File: src/hdl/u8cci_pkg.sv
package u8cci_pkg;

  localparam int COUNT_WIDTH_DEFAULT = 32;
  localparam int CP_WIDTH            = 21;
  localparam int CFG_ADDR_WIDTH      = 3;

  // Lookup status codes
  typedef enum logic [1:0] {
    ST_FOUND   = 2'd0,
    ST_RANGE   = 2'd1,
    ST_INVALID = 2'd2
  } lookup_status_t;

  // Configuration register byte addresses
  localparam logic [CFG_ADDR_WIDTH-1:0] ADDR_TARGET_INDEX = 3'd0;

  // Decoded lead byte
  typedef struct packed {
    logic       valid;
    logic [1:0] extra;
    logic [6:0] payload;
  } lead_t;

  function automatic lead_t decode_lead(input logic [7:0] b);
    lead_t d;
    d.valid   = 1'b1;
    d.extra   = 2'd0;
    d.payload = 7'd0;
    if ((b & 8'h80) == 8'h00) begin
      d.payload = b[6:0];
    end else if ((b & 8'hE0) == 8'hC0) begin
      d.payload = {2'b00, b[4:0]};
      d.extra   = 2'd1;
    end else if ((b & 8'hF0) == 8'hE0) begin
      d.payload = {3'b000, b[3:0]};
      d.extra   = 2'd2;
    end else if ((b & 8'hF8) == 8'hF0) begin
      d.payload = {4'b0000, b[2:0]};
      d.extra   = 2'd3;
    end else begin
      d.valid = 1'b0;
    end
    return d;
  endfunction

endpackage

File: src/hdl/utf8_codepoint_count_and_index.sv
// Channel   Direction  Handshake           Payload
// input     in         in_valid/in_stall   data_byte[7:0], last_byte
// result    out        out_valid/out_stall codepoint_count[31:0], lookup_status[1:0],
//                                          codepoint_value[20:0]
// config    in         APB write           paddr[2:0], pwdata[31:0] (target_index at 0x0)
//
// One byte is taken per clock while in_stall is low; the stream state updates at the edge that accepts it.
// The result of a string is registered and appears in the cycle after its last byte is accepted.
// The single result register sets the rate: input stalls only while a result is held
// and the result side stalls too, so bytes keep flowing as long as results drain.
// rst is synchronous and active high; it clears the stream state, the result valid
// and target_index.
module utf8_codepoint_count_and_index #(
  parameter int COUNT_WIDTH = u8cci_pkg::COUNT_WIDTH_DEFAULT
) (
  input  logic                                clk,
  input  logic                                rst,
  // byte stream
  input  logic                                in_valid,
  output logic                                in_stall,
  input  logic [7:0]                          data_byte,
  input  logic                                last_byte,
  // per-string result
  output logic                                out_valid,
  input  logic                                out_stall,
  output logic [31:0]                         codepoint_count,
  output logic [1:0]                          lookup_status,
  output logic [u8cci_pkg::CP_WIDTH-1:0]      codepoint_value,
  // configuration
  input  logic                                psel,
  input  logic                                penable,
  input  logic                                pwrite,
  input  logic [u8cci_pkg::CFG_ADDR_WIDTH-1:0] paddr,
  input  logic [31:0]                         pwdata,
  output logic [31:0]                         prdata,
  output logic                                pready
);
  import u8cci_pkg::*;

  // Compare width covers both the count and the 32-bit index
  localparam int CMP_W = (COUNT_WIDTH > 32) ? COUNT_WIDTH : 32;
  localparam logic [COUNT_WIDTH-1:0] COUNT_MAX = '1;

  logic [31:0]             target_index;

  // Stream state
  logic [1:0]              bytes_remaining, bytes_remaining_next;
  logic [CP_WIDTH-1:0]     partial_codepoint, partial_codepoint_next;
  logic [COUNT_WIDTH-1:0]  count_so_far, count_so_far_next;
  logic                    lookup_done, lookup_done_next;
  lookup_status_t          result_status, result_status_next;
  logic [CP_WIDTH-1:0]     found_codepoint, found_codepoint_next;
  logic                    capture_active, capture_active_next;

  logic                    in_accept;
  logic                    out_take;
  lead_t                   lead;
  logic [CMP_W-1:0]        count_ext;
  logic [31:0]             count_sat;
  lookup_status_t          status_final;

  // ---------------------------------------------------------------------------
  // Configuration port: always ready, one register
  // ---------------------------------------------------------------------------
  assign pready = 1'b1;

  always_ff @(posedge clk) begin
    if (rst) begin
      target_index <= '0;
    end else if (psel && penable && pwrite && pready && (paddr[2] == ADDR_TARGET_INDEX[2])) begin
      target_index <= pwdata;
    end
  end

  always_comb begin
    prdata = '0;
    if (paddr[2] == ADDR_TARGET_INDEX[2]) begin
      prdata = target_index;
    end
  end

  // ---------------------------------------------------------------------------
  // Handshakes: a held result stalls input only while the result side stalls
  // ---------------------------------------------------------------------------
  assign out_take  = out_valid && !out_stall;
  assign in_stall  = out_valid && out_stall;
  assign in_accept = in_valid && !in_stall;

  assign lead = decode_lead(data_byte);

  // ---------------------------------------------------------------------------
  // Per-byte update of the stream state
  // ---------------------------------------------------------------------------
  always_comb begin
    bytes_remaining_next   = bytes_remaining;
    partial_codepoint_next = partial_codepoint;
    count_so_far_next      = count_so_far;
    lookup_done_next       = lookup_done;
    result_status_next     = result_status;
    found_codepoint_next   = found_codepoint;
    capture_active_next    = capture_active;

    if (bytes_remaining != 2'd0) begin
      // Continuation: shift in the low six bits, no check on the top bits
      partial_codepoint_next = {partial_codepoint[CP_WIDTH-7:0], data_byte[5:0]};
      if (capture_active) begin
        found_codepoint_next = partial_codepoint_next;
      end
      bytes_remaining_next = bytes_remaining - 2'd1;
      if (bytes_remaining_next == 2'd0) begin
        capture_active_next = 1'b0;
      end
    end else begin
      // Lead byte (or a stray byte that counts as one codepoint)
      if (count_so_far != COUNT_MAX) begin
        count_so_far_next = count_so_far + 1'b1;
      end
      if (!lookup_done) begin
        if (!lead.valid) begin
          lookup_done_next   = 1'b1;
          result_status_next = ST_INVALID;
        end else if (CMP_W'(count_so_far) == CMP_W'(target_index)) begin
          lookup_done_next     = 1'b1;
          result_status_next   = ST_FOUND;
          found_codepoint_next = CP_WIDTH'(lead.payload);
          capture_active_next  = (lead.extra != 2'd0);
        end
      end
      partial_codepoint_next = CP_WIDTH'(lead.payload);
      bytes_remaining_next   = lead.extra;
    end
  end

  always_ff @(posedge clk) begin
    if (rst || (in_accept && last_byte)) begin
      // Clear at reset and at the end of every string
      bytes_remaining   <= '0;
      partial_codepoint <= '0;
      count_so_far      <= '0;
      lookup_done       <= 1'b0;
      result_status     <= ST_RANGE;
      found_codepoint   <= '0;
      capture_active    <= 1'b0;
    end else if (in_accept) begin
      bytes_remaining   <= bytes_remaining_next;
      partial_codepoint <= partial_codepoint_next;
      count_so_far      <= count_so_far_next;
      lookup_done       <= lookup_done_next;
      result_status     <= result_status_next;
      found_codepoint   <= found_codepoint_next;
      capture_active    <= capture_active_next;
    end
  end

  // ---------------------------------------------------------------------------
  // Result formation: saturate the count to 32 bits, default to out of range
  // ---------------------------------------------------------------------------
  assign count_ext    = CMP_W'(count_so_far_next);
  assign count_sat    = (count_ext > CMP_W'(32'hFFFF_FFFF)) ? 32'hFFFF_FFFF : count_ext[31:0];
  assign status_final = lookup_done_next ? result_status_next : ST_RANGE;

  always_ff @(posedge clk) begin
    if (rst) begin
      out_valid <= 1'b0;
    end else if (in_accept && last_byte) begin
      out_valid <= 1'b1;
    end else if (out_take) begin
      out_valid <= 1'b0;
    end
  end

  // Payload registers: load on the last byte, hold otherwise
  always_ff @(posedge clk) begin
    if (in_accept && last_byte) begin
      codepoint_count <= count_sat;
      lookup_status   <= status_final;
      codepoint_value <= (status_final == ST_FOUND) ? found_codepoint_next : '0;
    end
  end

  // ---------------------------------------------------------------------------
  // Assertions
  // ---------------------------------------------------------------------------
  a_last_gives_result: assert property (@(posedge clk) disable iff (rst)
    in_accept && last_byte |=> out_valid)
    else $error("last byte accepted but no result");

  a_value_zero_unless_found: assert property (@(posedge clk) disable iff (rst)
    out_valid && (lookup_status != ST_FOUND) |-> codepoint_value == '0)
    else $error("codepoint value nonzero without a found status");

  a_capture_consistent: assert property (@(posedge clk) disable iff (rst)
    capture_active |-> lookup_done && (result_status == ST_FOUND) && (bytes_remaining != 2'd0))
    else $error("capture active outside a found sequence");

  a_status_legal: assert property (@(posedge clk) disable iff (rst)
    out_valid |-> (lookup_status == ST_FOUND) || (lookup_status == ST_RANGE) ||
                  (lookup_status == ST_INVALID))
    else $error("illegal status code on result");

endmodule
File: config.mk
export PLATFORM = sky130hd
export DESIGN_NAME = utf8_codepoint_count_and_index
export DESIGN_NICKNAME = d
export VERILOG_FILES = /design/src/hdl/u8cci_pkg.sv /design/src/hdl/utf8_codepoint_count_and_index.sv
export SDC_FILE = /design/constraint.sdc
export NUM_CORES = 1
export LEC_CHECK = 0
export BUFFER_PORTS_ARGS = -buffer_cell sky130_fd_sc_hd__buf_2
export CORE_MARGIN = 1.5
export CORE_UTILIZATION = 51
export DETAILED_ROUTE_END_ITERATION = 12
export PLACE_DENSITY = 0.74
export SYNTH_ARGS = -nofsm -noshare
export SYNTH_HDL_FRONTEND = slang
export SYNTH_SLANG_ARGS = --single-unit
export TNS_END_PERCENT = 20
File: constraint.sdc
create_clock -name clk -period 3.32 [get_ports clk]
set_input_delay 0.332 -clock clk [delete_from_list [all_inputs] [get_ports clk]]
set_output_delay 0.332 -clock clk [all_outputs]
set_load 0.01 [all_outputs]
[Yosys cells after proc, flatten, opt, wreduce, memory -nomap -nowiden]
Index checks and enable logic that the tools add are counted.
Word-level totals
  bits in registers: 162
  input port bits: 51
  output and inout port bits: 90
  word-level logic and storage cells: 76
Operators by class
  add/subtract/negate cells: 2
  order comparisons: 1
  eq/ne operators: 7
  muxes and demuxes: 34
  bitwise gates (word level): 1
  reductions and logical operators: 19
Operators by type and width (count)
  21-bit two-way mux: 5
  32-bit two-way mux: 3
  32-bit by 1-bit adder with 32-bit output (second input constant): 1
  32-bit == test: 1
  32-bit greater-than comparator (second input constant): 1
  32-bit inequality test (second input constant): 1
  9-bit two-way mux: 3
  15-bit two-way mux: 1
  1-bit two-way mux: 14
  2-bit two-way mux: 6
  2-bit nonzero test: 5
  8-bit logical NOT: 1
  1-bit logical AND: 7
  7-bit two-way mux: 1
  5-bit == test (second input constant): 1
  5-bit AND reduction: 1
  4-bit == test (second input constant): 1
  2-bit logical NOT: 2
  2-bit by 1-bit inequality test with 1-bit output (second input constant): 2
  3-bit == test (second input constant): 1
  3-bit two-way mux: 1
  1-bit logical NOT: 2
  2-bit by 1-bit subtractor with 2-bit output (second input constant): 1
  1-bit logical OR: 1
  1-bit inverter: 1

[Depth between registers and ports, before layout]
Gate-level depths: netlist of the first run.
  depth in word-level cells: 10
  gate-level depth with buffers: 9
  mapped depth without buffers: 7

[Worst setup path before layout of the first run]
Ideal clock, no wire load.
  path type: reg-to-reg
  start: register out_valid
  end: register found_codepoint[14]
  setup time: 0.117 ns
  arrival time: 2.597 ns
  required time: 3.203 ns
  path slack: 0.606 ns
  stages on the path, launching flop included: 9
  buffers on the path: 2
  clock period less this slack: 2.714 ns
  cells stage by stage: dfxtp_1 nand2_1 and2_1 clkbuf_1 nand2_1 inv_1 nor2_1 clkbuf_1 a32o_1
On the way
  cells in the longest elaborated chain, start to end: 5
Ends and longest elaborated chain
  start, declared: RTL line utf8_codepoint_count_and_index.sv:24  | output logic out_valid,
  start signal, assigned: RTL line utf8_codepoint_count_and_index.sv:164  | out_valid <= 1'b0;
  start signal, assigned: RTL line utf8_codepoint_count_and_index.sv:166  | out_valid <= 1'b1;
  start signal, assigned: RTL line utf8_codepoint_count_and_index.sv:168  | out_valid <= 1'b0;
  1-bit logical AND (*): RTL line utf8_codepoint_count_and_index.sv:86  | assign in_stall = out_valid && out_stall;
  1-bit logical NOT (*): RTL line utf8_codepoint_count_and_index.sv:87  | assign in_accept = in_valid && !in_stall;
  1-bit logical AND (*): RTL line utf8_codepoint_count_and_index.sv:87
  1-bit logical AND: RTL line utf8_codepoint_count_and_index.sv:135  | if (rst || (in_accept && last_byte)) begin
  1-bit logical OR: RTL line utf8_codepoint_count_and_index.sv:135
  end signal, assigned: RTL line utf8_codepoint_count_and_index.sv:150  | found_codepoint <= found_codepoint_next;
  end, declared: RTL line utf8_codepoint_count_and_index.sv:52  | logic [CP_WIDTH-1:0] found_codepoint, found_codepoint_next;
Every way passes the cells marked *; elsewhere a longest branch is shown, timed or not.
A chain may end at the register's enable or synchronous reset.

[Worst setup path after layout of the first run]
  start: register count_so_far[5]
  end: register found_codepoint[14]
On the way
  cells in the longest elaborated chain, start to end: 5
Ends and longest elaborated chain
  start, declared: RTL line utf8_codepoint_count_and_index.sv:49  | logic [COUNT_WIDTH-1:0] count_so_far, count_so_far_next;
  start signal, assigned: RTL line utf8_codepoint_count_and_index.sv:147  | count_so_far <= count_so_far_next;
  32-bit == test: RTL line utf8_codepoint_count_and_index.sv:122  | end else if (CMP_W'(count_so_far) == CMP_W'(target_index)) begin
  21-bit two-way mux: RTL line utf8_codepoint_count_and_index.sv:122
  21-bit two-way mux: RTL line utf8_codepoint_count_and_index.sv:119  | if (!lead.valid) begin
  21-bit two-way mux: RTL line utf8_codepoint_count_and_index.sv:118  | if (!lookup_done) begin
  21-bit two-way mux: RTL line utf8_codepoint_count_and_index.sv:103  | if (bytes_remaining != 2'd0) begin
No other way between the ends.

==> run_results.csv, run 1 <==
group,metric,value,unit
status,outcome,"finished clean",
setup_path,cp-start-kind,"flip-flop",
yosys,synth_top_area_cell,"dfxtp_1",
setup_path,cp_cell_sequence,"xnor2_1 > nand4_1 > nor4_4 > nand3_4 > a21o_1 > a32o_1",
floorplan,fp.dieH,125,µm
timing,slew_violations,0,
power,power.internal,0.00334,W
power,p_leak,3.39,nW
power,ir_drop,362,µV
power,p_sw_frac,0.245,
global_routing,antenna_found_initial,0,
yosys,synth_seq_cells,162,
clock_tree,cts.clk_slew.worst_paths,60,ps
yosys,synth_top_area_share,0.281,
setup_path,cp.depth,6,
timing,final_hold_viol_count,0,
detailed_routing,avgViaCountPerCell,5.63,
place,dpl_worst_slack,667,ps
yosys,yosys_warnings,0,
timing,setup_viol,0,
yosys,synthesis.area,7610,µm²
job,maxCapViolCount,0,
yosys,synth_edf_count,55,
floorplan,dieWidth,125,µm
detailed_routing,wl_per_cell,15.9,µm
global_routing,grt_pass1_wl,29100,µm
clock_tree,cts_tree,"yes",
global_routing,grt_max_degree,56,
power,power_density,495,nW/µm²
yosys,syn_inst,831,
setup_path,slowest_delay,540,ps
global_routing,grt_overflow_total,0,
timing,worst_slew_pin_slew,834,ps
global_routing,grt_use_total,0.231,
detailed_routing,drt_iter0_markers,614,
finish,final_cell_mix,"151 x nand2_1, 137 x buf_2, 107 x dfxtp_1",
clock_tree,cts_buffer_depth,2,
finish,final_net_count,983,
yosys,yosysSeqAreaShare,0.498,
power,clock_power_share,0.439,
clock_tree,post_cts_buffers,0,
clock_tree,cts_root_buf,"clkbuf_16",
setup_path,cp-end-kind,"flip-flop",
setup_path,worstPathMaxFanout,20,
yosys,yosysUniqueCellTypes,54,
place,dp_hpwl,12100,µm
finish,drive_gt1_frac,0.217,
clock_tree,htree_num_levels,4,
power,power.switching,0.00108,W
yosys,synth.area.top_cells,"dfxtp_1 28%, edfxtp_1 22%, nand2_1 7.4%",
detailed_routing,dr.pass1.iters,6,
global_routing,grt_pass1_vias,5831,
timing,max_freq,366,MHz
finish,final_common_cell,"nand2_1",
setup_path,arrival,3050,ps
clock_tree,clk_latency,430,ps
floorplan,dieArea,15700,µm²
finish,utilization,0.615,
floorplan,std_cell_rows,44,
timing,rsz0062_at_grt,"false",
setup_path,worstRegToRegCells,6,
timing,fin_crit,2730,ps
yosys,synth_area_per_cell,9.16,µm²
finish,n_fill_cell,1271,
clock_tree,cts_sinks,162,
clock_tree,cts_resized,0,
detailed_routing,vias,6347,
timing,slew_headroom,0.444,
finish,area_growth,17.4,%
setup_path,required,3640,ps
detailed_routing,route.detailed.drc,0,
clock_tree,cts-buffers-inserted,17,
floorplan,core,14500,µm²
detailed_routing,drt-total-wl,18000,µm
setup_path,path_delay_family,"simple AND/OR/NAND/NOR gates",
clock_tree,hold_buffers,0,
yosys,synthArstFlopShare,0,
floorplan,initial_utilization,0.524,
worst_hold_path,hold_path_class,"input port to flip-flop",
power,power.total,0.00442,W
place,io_buffer_count,137,
setup_path,slowest_stage,"dfxtp_1",
power,pwr-share-comb,0.079,
timing,setup_slack,590,ps
place,gp_congestion,0.885,
power,seqPwrFrac,0.482,
timing,tns,0,ps
yosys,synth_nets,883,
setup_path,worstSetupPathType,"flip-flop to flip-flop",
setup_path,cp_num_buf_inv,0,
worst_hold_path,hold_depth,3,
yosys,yosys_most_used_dff,"dfxtp_1",
finish,antenna_cells,0,
timing,period_share,0.822,
timing,finClkSkew,7.99,ps
floorplan,pin_count,141,
detailed_routing,drtAntennaViolNets,0,
-- cells in the mapped netlist (4+ instances only) --
cell,count
a211oi_1,4
a21oi_1,76
a22o_1,4
a32o_1,15
and3_1,7
buf_2,17
clkbuf_1,48
dfxtp_1,107
edfxtp_1,55
inv_1,11
nand2_1,151
nand3_1,27
nand4_1,29
nor2_1,49
nor2b_1,32
nor3_1,15
nor4_1,8
nor4_4,4
o21a_1,6
o21ai_0,16
o31ai_1,4
or2_2,4
or3_1,7
or4_1,4
xnor2_1,56
xor2_1,28
-- worst reg2reg max path: cells and delay by family (launching register included) --
| kind | cells | cell delay [ps] |
|---|---|---|
| AND/OR/NAND/NOR | 3 | 940 |
| flip-flops | 1 | 540 |
| XOR/XNOR | 1 | 230 |
| AO/OA/AOI/OAI | 2 | 930 |
-- worst paths after layout --
path	startpoint	end	slack (ps)
worst max-delay path	count_so_far[5]	found_codepoint[14]	590
worst min-delay path	pwdata[30]	target_index[30]	140
worst max register to register	count_so_far[5]	found_codepoint[14]	590
worst min register to register	found_codepoint[6]	found_codepoint[6]	470
-- metrics by stage --
stage | area, µm² | instances | hold slack, ps
3_3_place_gp | 8360 | 1096 | 446
3_5_place_dp | 8360 | 1096 | 456
6_report | 8940 | 1128 | 136
4_1_cts | 8940 | 1128 | 112
2_1_floorplan | 7610 | 831 | 437
5_1_grt | 8940 | 1128 | 123
-- power by group through the flow --
stage | clock (W) | combinational (W) | sequential (W)
4_1_cts | 0.00197 | 0.000347 | 0.00213
2_1_floorplan | 0 | 0.000211 | 0.00218
6_report | 0.00194 | 0.000347 | 0.00213
3_3_place_gp | 0 | 0.000341 | 0.00218
5_1_grt | 0.00206 | 0.000379 | 0.00214
3_5_place_dp | 0 | 0.000345 | 0.00218
-- cell families (layout without fill, tap and decap cells) --
logic type,count (synthesis),in the layout,synth area share
adder cells (fa/ha/maj),1,1,0.00164
XOR/XNOR,84,84,0.0966
AND/OR/NAND/NOR,355,355,0.236
other,1,1,0.000493
AO/OA/AOI/OAI,141,141,0.115
flip-flops,162,162,0.498
buffers and inverters,83,196,0.0458
multiplexers,4,4,0.00592
-- metal layers --
metal	up-vias	share of wire	GRT usage
li1	3074	-	-
met1	3015	0.44	0.298
met2	231	0.48	0.375
met3	27	0.064	0.0591
met4	0	0.021	0.0842
met5	-	0	0
-- state kept, by name, indices dropped and copies added (netlist names) --
register	flops
bytes_remaining	2
found_codepoint	21
result_status	2
codepoint_count	32
lookup_status	2
codepoint_value	21
count_so_far	32
target_index	32
capture_active	1
out_valid	1
partial_codepoint	15
lookup_done	1
-- layout make-up --
type                       count  area, µm²  share of cell area
clock buffer                  17        425              0.0476
clock inverter                15        155              0.0174
inverter                      11       41.3             0.00462
multi-input combinational    586       3480               0.389
sequential                   162       3790               0.424
tap                          184        230              0.0258
timing repair buffer         153        818              0.0915
Note: power is estimated with default switching activity, not from simulation.
==> inputs of run 2 (changes only) <==
==> constraint.sdc (replaced) <==
create_clock -name clk -period 2.7 [get_ports clk]
set_input_delay 0.27 -clock clk [delete_from_list [all_inputs] [get_ports clk]]
set_output_delay 0.27 -clock clk [all_outputs]
set_load 0.01 [all_outputs]
==> run_results.csv, run 2 (synthesis gave the netlist of run 1 again) <==
group,metric,value,unit
detailed_routing,avgViaCountPerCell,5.58,
global_routing,grt_pass1_wl,29500,µm
timing,max_freq,421,MHz
clock_tree,cts_tree,"yes",
clock_tree,cts.clk_slew.worst_paths,60,ps
timing,setup_viol,0,
timing,tns,0,ps
place,gp_congestion,0.905,
detailed_routing,drtAntennaViolNets,0,
global_routing,grt_pass1_vias,5965,
setup_path,worstPathMaxFanout,8,
setup_path,cp-start-kind,"flip-flop",
worst_hold_path,hold_path_class,"input port to flip-flop",
finish,fin_cells,1142,
detailed_routing,drt-total-wl,18300,µm
finish,seq_area,3790,µm²
finish,reg_top3,"codepoint_count: 32 flops, count_so_far: 32 flops, target_index: 32 flops",
setup_path,arrival,2540,ps
power,power.switching,0.00129,W
finish,multiInputGateArea,3480,µm²
clock_tree,cts_resized,0,
floorplan,initial_utilization,0.524,
power,p_sw_frac,0.241,
power,p_leak,3.45,nW
power,ir_drop,417,µV
clock_tree,cts-buffers-inserted,17,
finish,final_cell_mix,"151 x nand2_1, 137 x buf_2, 107 x dfxtp_1",
clock_tree,cts_sinks,162,
clock_tree,cts_buffer_depth,2,
power,clock_power_share,0.430,
timing,fin_crit,2370,ps
detailed_routing,vias,6377,
finish,drive_gt1_frac,0.225,
clock_tree,hold_buffers,0,
global_routing,grt_overflow_total,0,
power,power_density,593,nW/µm²
global_routing,antenna_found_initial,0,
detailed_routing,dr.pass1.iters,5,
job,maxCapViolCount,0,
finish,area_growth,18.8,%
timing,worst_slew_pin_slew,1070,ps
setup_path,r2r-start,"count_so_far[5]",
floorplan,dieArea,15700,µm²
timing,period_share,0.879,
timing,final_hold_viol_count,0,
detailed_routing,drt_iter0_markers,554,
setup_path,required,2860,ps
finish,n_fill_cell,1255,
finish,final_common_cell,"nand2_1",
status,outcome,"finished clean",
detailed_routing,wl_per_cell,16.0,µm
place,dp_cells,1110,
detailed_routing,route.detailed.drc,0,
clock_tree,clk_latency,430,ps
power,seqPwrFrac,0.489,
timing,slew_violations,0,
place,dp_hpwl,12500,µm
timing,rsz0062_at_grt,"false",
setup_path,crit_path_start,"count_so_far[5]",
floorplan,fp.dieH,125,µm
setup_path,regToRegSetupSlack,330,ps
floorplan,std_cell_rows,44,
clock_tree,post_cts_buffers,0,
clock_tree,cts_root_buf,"clkbuf_16",
global_routing,grt_use_total,0.234,
floorplan,dieWidth,125,µm
timing,finClkSkew,10.4,ps
power,power.total,0.00537,W
setup_path,cp-end-kind,"flip-flop",
timing,slew_headroom,0.287,
finish,antenna_cells,0,
finish,final_net_count,997,
floorplan,pin_count,141,
timing,holdWs,78.8,ps
setup_path,worstRegToRegCells,6,
power,pwr-share-comb,0.081,
power,power.internal,0.00408,W
floorplan,core,14500,µm²
setup_path,cp-endpoint,"codepoint_count[27]",
global_routing,grt_max_degree,56,
place,io_buffer_count,137,
setup_path,r2r_end,"codepoint_count[27]",
clock_tree,htree_num_levels,4,
finish,utilization,0.622,
setup_path,worstSetupPathType,"flip-flop to flip-flop",
==> run 2: cell types whose count changed in the layout (fill, tap and decap cells not counted), moves of 2 or more <==
| cell | change |
|---|---|
| clkinv_4 | +3 |
| inv_6 | -4 |
| clkinv_2 | -3 |
| clkbuf_1 | +3 |
| buf_4 | +13 |
| clkinvlp_4 | +2 |
==> run 2: power by group through the flow <==
stage	Clock [W]	Sequential, W	Combinational (W)
5_1_grt	0.00246	0.00263	0.000477
3_5_place_dp	0	0.00268	0.000437
3_3_place_gp	0	0.00268	0.000433
6_report	0.00231	0.00262	0.000436
2_1_floorplan	0	0.00268	0.000261
4_1_cts	0.00234	0.00262	0.000438
==> run 2: layer usage <==
metal | vias to the layer above | track usage | wire length (µm)
met5 | - | 0 | 0
met4 | 0 | 0.0909 | 430
met3 | 34 | 0.0535 | 1240
met2 | 260 | 0.376 | 8640
met1 | 2985 | 0.309 | 7990
li1 | 3098 | - | -
==> run 2: worst min path at each step <==
stage	endpoint	startpoint	depth (start not counted)	slack, ps
after detailed placement	found_codepoint[6]	found_codepoint[6]	2	450
after floorplan	target_index[0]	pwdata[0]	2	410
after global placement	found_codepoint[1]	found_codepoint[1]	2	450
after CTS	target_index[20]	pwdata[20]	3	70
after global routing	target_index[19]	pwdata[19]	3	80
final	target_index[26]	pwdata[26]	3	80
==> run 2: metrics by stage <==
step,cell area (µm²),worst slack (ps)
2_1_floorplan,7620,54.6
3_3_place_gp,8480,413
3_5_place_dp,8480,380
4_1_cts,9050,338
5_1_grt,9050,204
6_report,9050,326
==> run 2: area by class of cell <==
cell class                      count  area share
Clock inverter                     11      0.0115
Timing Repair Buffer              167       0.103
Inverter                           11     0.00498
Clock buffer                       21      0.0510
Multi-Input combinational cell    586       0.384
Sequential cell                   162       0.419
Tap cell                          184      0.0254
==> run 2: worst max-delay path, cell delays in order (launching register included) <==
cell     delay, ps
dfxtp_1        540
nand2_1        220
nor4_4         410
and4_1         310
nand3_2        220
nor3_1         300
xor2_1         110
==> inputs of run 3 (changes only) <==
--- a/config.mk
+++ b/config.mk
@@ -10,6 +10,7 @@
 export CORE_UTILIZATION = 51
 export DETAILED_ROUTE_END_ITERATION = 12
 export PLACE_DENSITY = 0.74
+export REMOVE_ABC_BUFFERS = 1
 export SYNTH_ARGS = -nofsm -noshare
 export SYNTH_HDL_FRONTEND = slang
 export SYNTH_SLANG_ARGS = --single-unit
==> run_results.csv, run 3 (synthesis gave the netlist of run 1 again) <==
group,metric,value,unit
global_routing,grt_use_total,0.236,
finish,fin_cells,1154,
floorplan,std_cell_rows,44,
setup_path,regToRegSetupSlack,320,ps
finish,reg_top3,"codepoint_count: 32 flops, count_so_far: 32 flops, target_index: 32 flops",
clock_tree,cts_root_buf,"clkbuf_16",
clock_tree,cts-buffers-inserted,17,
global_routing,grt_pass1_wl,29700,µm
setup_path,slowest_stage,"dfxtp_1",
power,power_density,606,nW/µm²
timing,slew_headroom,0.289,
timing,worst_slew_pin_slew,1070,ps
setup_path,worstSetupPathType,"flip-flop to flip-flop",
setup_path,r2r_end,"codepoint_count[29]",
finish,final_net_count,1009,
detailed_routing,avgViaCountPerCell,5.62,
clock_tree,cts_tree,"yes",
clock_tree,cts.clk_slew.worst_paths,70,ps
timing,setup_viol,0,
finish,final_common_cell,"nand2_1",
floorplan,fp.dieH,125,µm
timing,rsz0062_at_grt,"false",
global_routing,grt_pass1_vias,5851,
floorplan,core,14500,µm²
timing,holdWs,69.1,ps
power,pwr-share-comb,0.082,
place,dp_cells,1122,
power,ir_drop,453,µV
detailed_routing,route.detailed.drc,0,
finish,n_fill_cell,1250,
clock_tree,post_cts_buffers,0,
clock_tree,cts_sinks,162,
floorplan,dieArea,15700,µm²
global_routing,antenna_found_initial,0,
worst_hold_path,hold_path_class,"input port to flip-flop",
floorplan,dieWidth,125,µm
clock_tree,cts_resized,0,
detailed_routing,drt_iter0_markers,667,
timing,period_share,0.881,
timing,slew_violations,0,
global_routing,grt_overflow_total,0,
floorplan,pin_count,141,
detailed_routing,wl_per_cell,16.2,µm
power,clock_power_share,0.445,
power,power.switching,0.00129,W
place,gp_congestion,0.915,
setup_path,cp-end-kind,"flip-flop",
setup_path,worstRegToRegCells,7,
power,power.total,0.00555,W
worst_hold_path,worstHoldStart,"pwdata[19]",
floorplan,initial_utilization,0.524,
status,outcome,"finished clean",
finish,antenna_cells,0,
finish,utilization,0.631,
finish,final_cell_mix,"151 x nand2_1, 137 x buf_2, 107 x dfxtp_1",
clock_tree,cts_buffer_depth,2,
worst_hold_path,min_to,"target_index[19]",
detailed_routing,drt-total-wl,18700,µm
setup_path,r2r-start,"count_so_far[3]",
setup_path,arrival,2550,ps
setup_path,slowest_delay,420,ps
power,seqPwrFrac,0.473,
place,dp_hpwl,12800,µm
clock_tree,clk_latency,430,ps
setup_path,cp_cell_sequence,"buf_4 > nand4_2 > nor4_4 > and4_1 > nand3_2 > nor3_1 > xor2_1",
detailed_routing,dr.pass1.iters,5,
power,power.internal,0.00427,W
power,p_sw_frac,0.232,
setup_path,required,2870,ps
clock_tree,hold_buffers,0,
detailed_routing,vias,6491,
power,p_leak,3.54,nW
setup_path,cp-start-kind,"flip-flop",
place,dpl_worst_slack,384,ps
timing,finClkSkew,11.5,ps
worst_hold_path,hold_depth,3,
timing,max_freq,420,MHz
clock_tree,htree_num_levels,4,
place,io_buffer_count,137,
finish,area_growth,20.4,%
finish,drive_gt1_frac,0.235,
timing,setup_slack,321,ps
detailed_routing,drtAntennaViolNets,0,
global_routing,grt_max_degree,36,
job,maxCapViolCount,0,
timing,fin_crit,2380,ps
setup_path,worstPathMaxFanout,8,
timing,final_hold_viol_count,0,
[run 3: worst max path at each step]
stage,from,slack [ps],end
after global routing,count_so_far[3],220,codepoint_count[29]
final,count_so_far[3],320,codepoint_count[29]
after CTS,count_so_far[8],310,codepoint_count[29]
after detailed placement,count_so_far[8],380,codepoint_count[31]
after floorplan,out_valid,-890,found_codepoint[10]
after global placement,count_so_far[8],430,count_so_far[29]
[run 3: area by class of cell]
cell class / instances / area, µm² / area share
repair buffers: 179 / 1010 / 0.111
multi-input cells: 586 / 3470 / 0.379
flip-flops and latches: 162 / 3790 / 0.414
clock buffers: 27 / 554 / 0.0605
inverters: 11 / 41.3 / 0.00450
well taps: 184 / 230 / 0.0251
clock inverters: 5 / 60.1 / 0.00655
[run 3: power groups by stage]
stage	Sequential [W]	Clock, W	Combinational (W)
3_5_place_dp	0.00268	0	0.000450
3_3_place_gp	0.00267	0	0.000445
2_1_floorplan	0.00269	0	0.000221
6_report	0.00262	0.00247	0.000456
4_1_cts	0.00262	0.00250	0.000454
5_1_grt	0.00263	0.00261	0.000494
[run 3: critical path, delay by kind of cell (launching register included)]
| family | cells | cell delay, ps |
|---|---|---|
| flip-flops | 1 | 420 |
| AND/OR/NAND/NOR | 5 | 1420 |
| buffers and inverters | 1 | 180 |
| XOR/XNOR | 1 | 100 |
[run 3: metal layers]
metal | wire length, µm | part of all wire | GRT usage | up-vias
met1 | 8140 | 0.44 | 0.314 | 3031
met2 | 8830 | 0.47 | 0.381 | 301
met3 | 1360 | 0.073 | 0.0505 | 26
met4 | 347 | 0.019 | 0.0896 | 0
met5 | 0 | 0 | 0 | -
li1 | - | - | - | 3133
[run 3: through the flow]
| step | instance area, µm² | TNS (ps) |
|---|---|---|
| floorplan | 7310 | -26490 |
| global placement | 8550 | 0 |
| detailed placement | 8550 | 0 |
| CTS | 9170 | 0 |
| global route | 9170 | 0 |
| finish | 9170 | 0 |
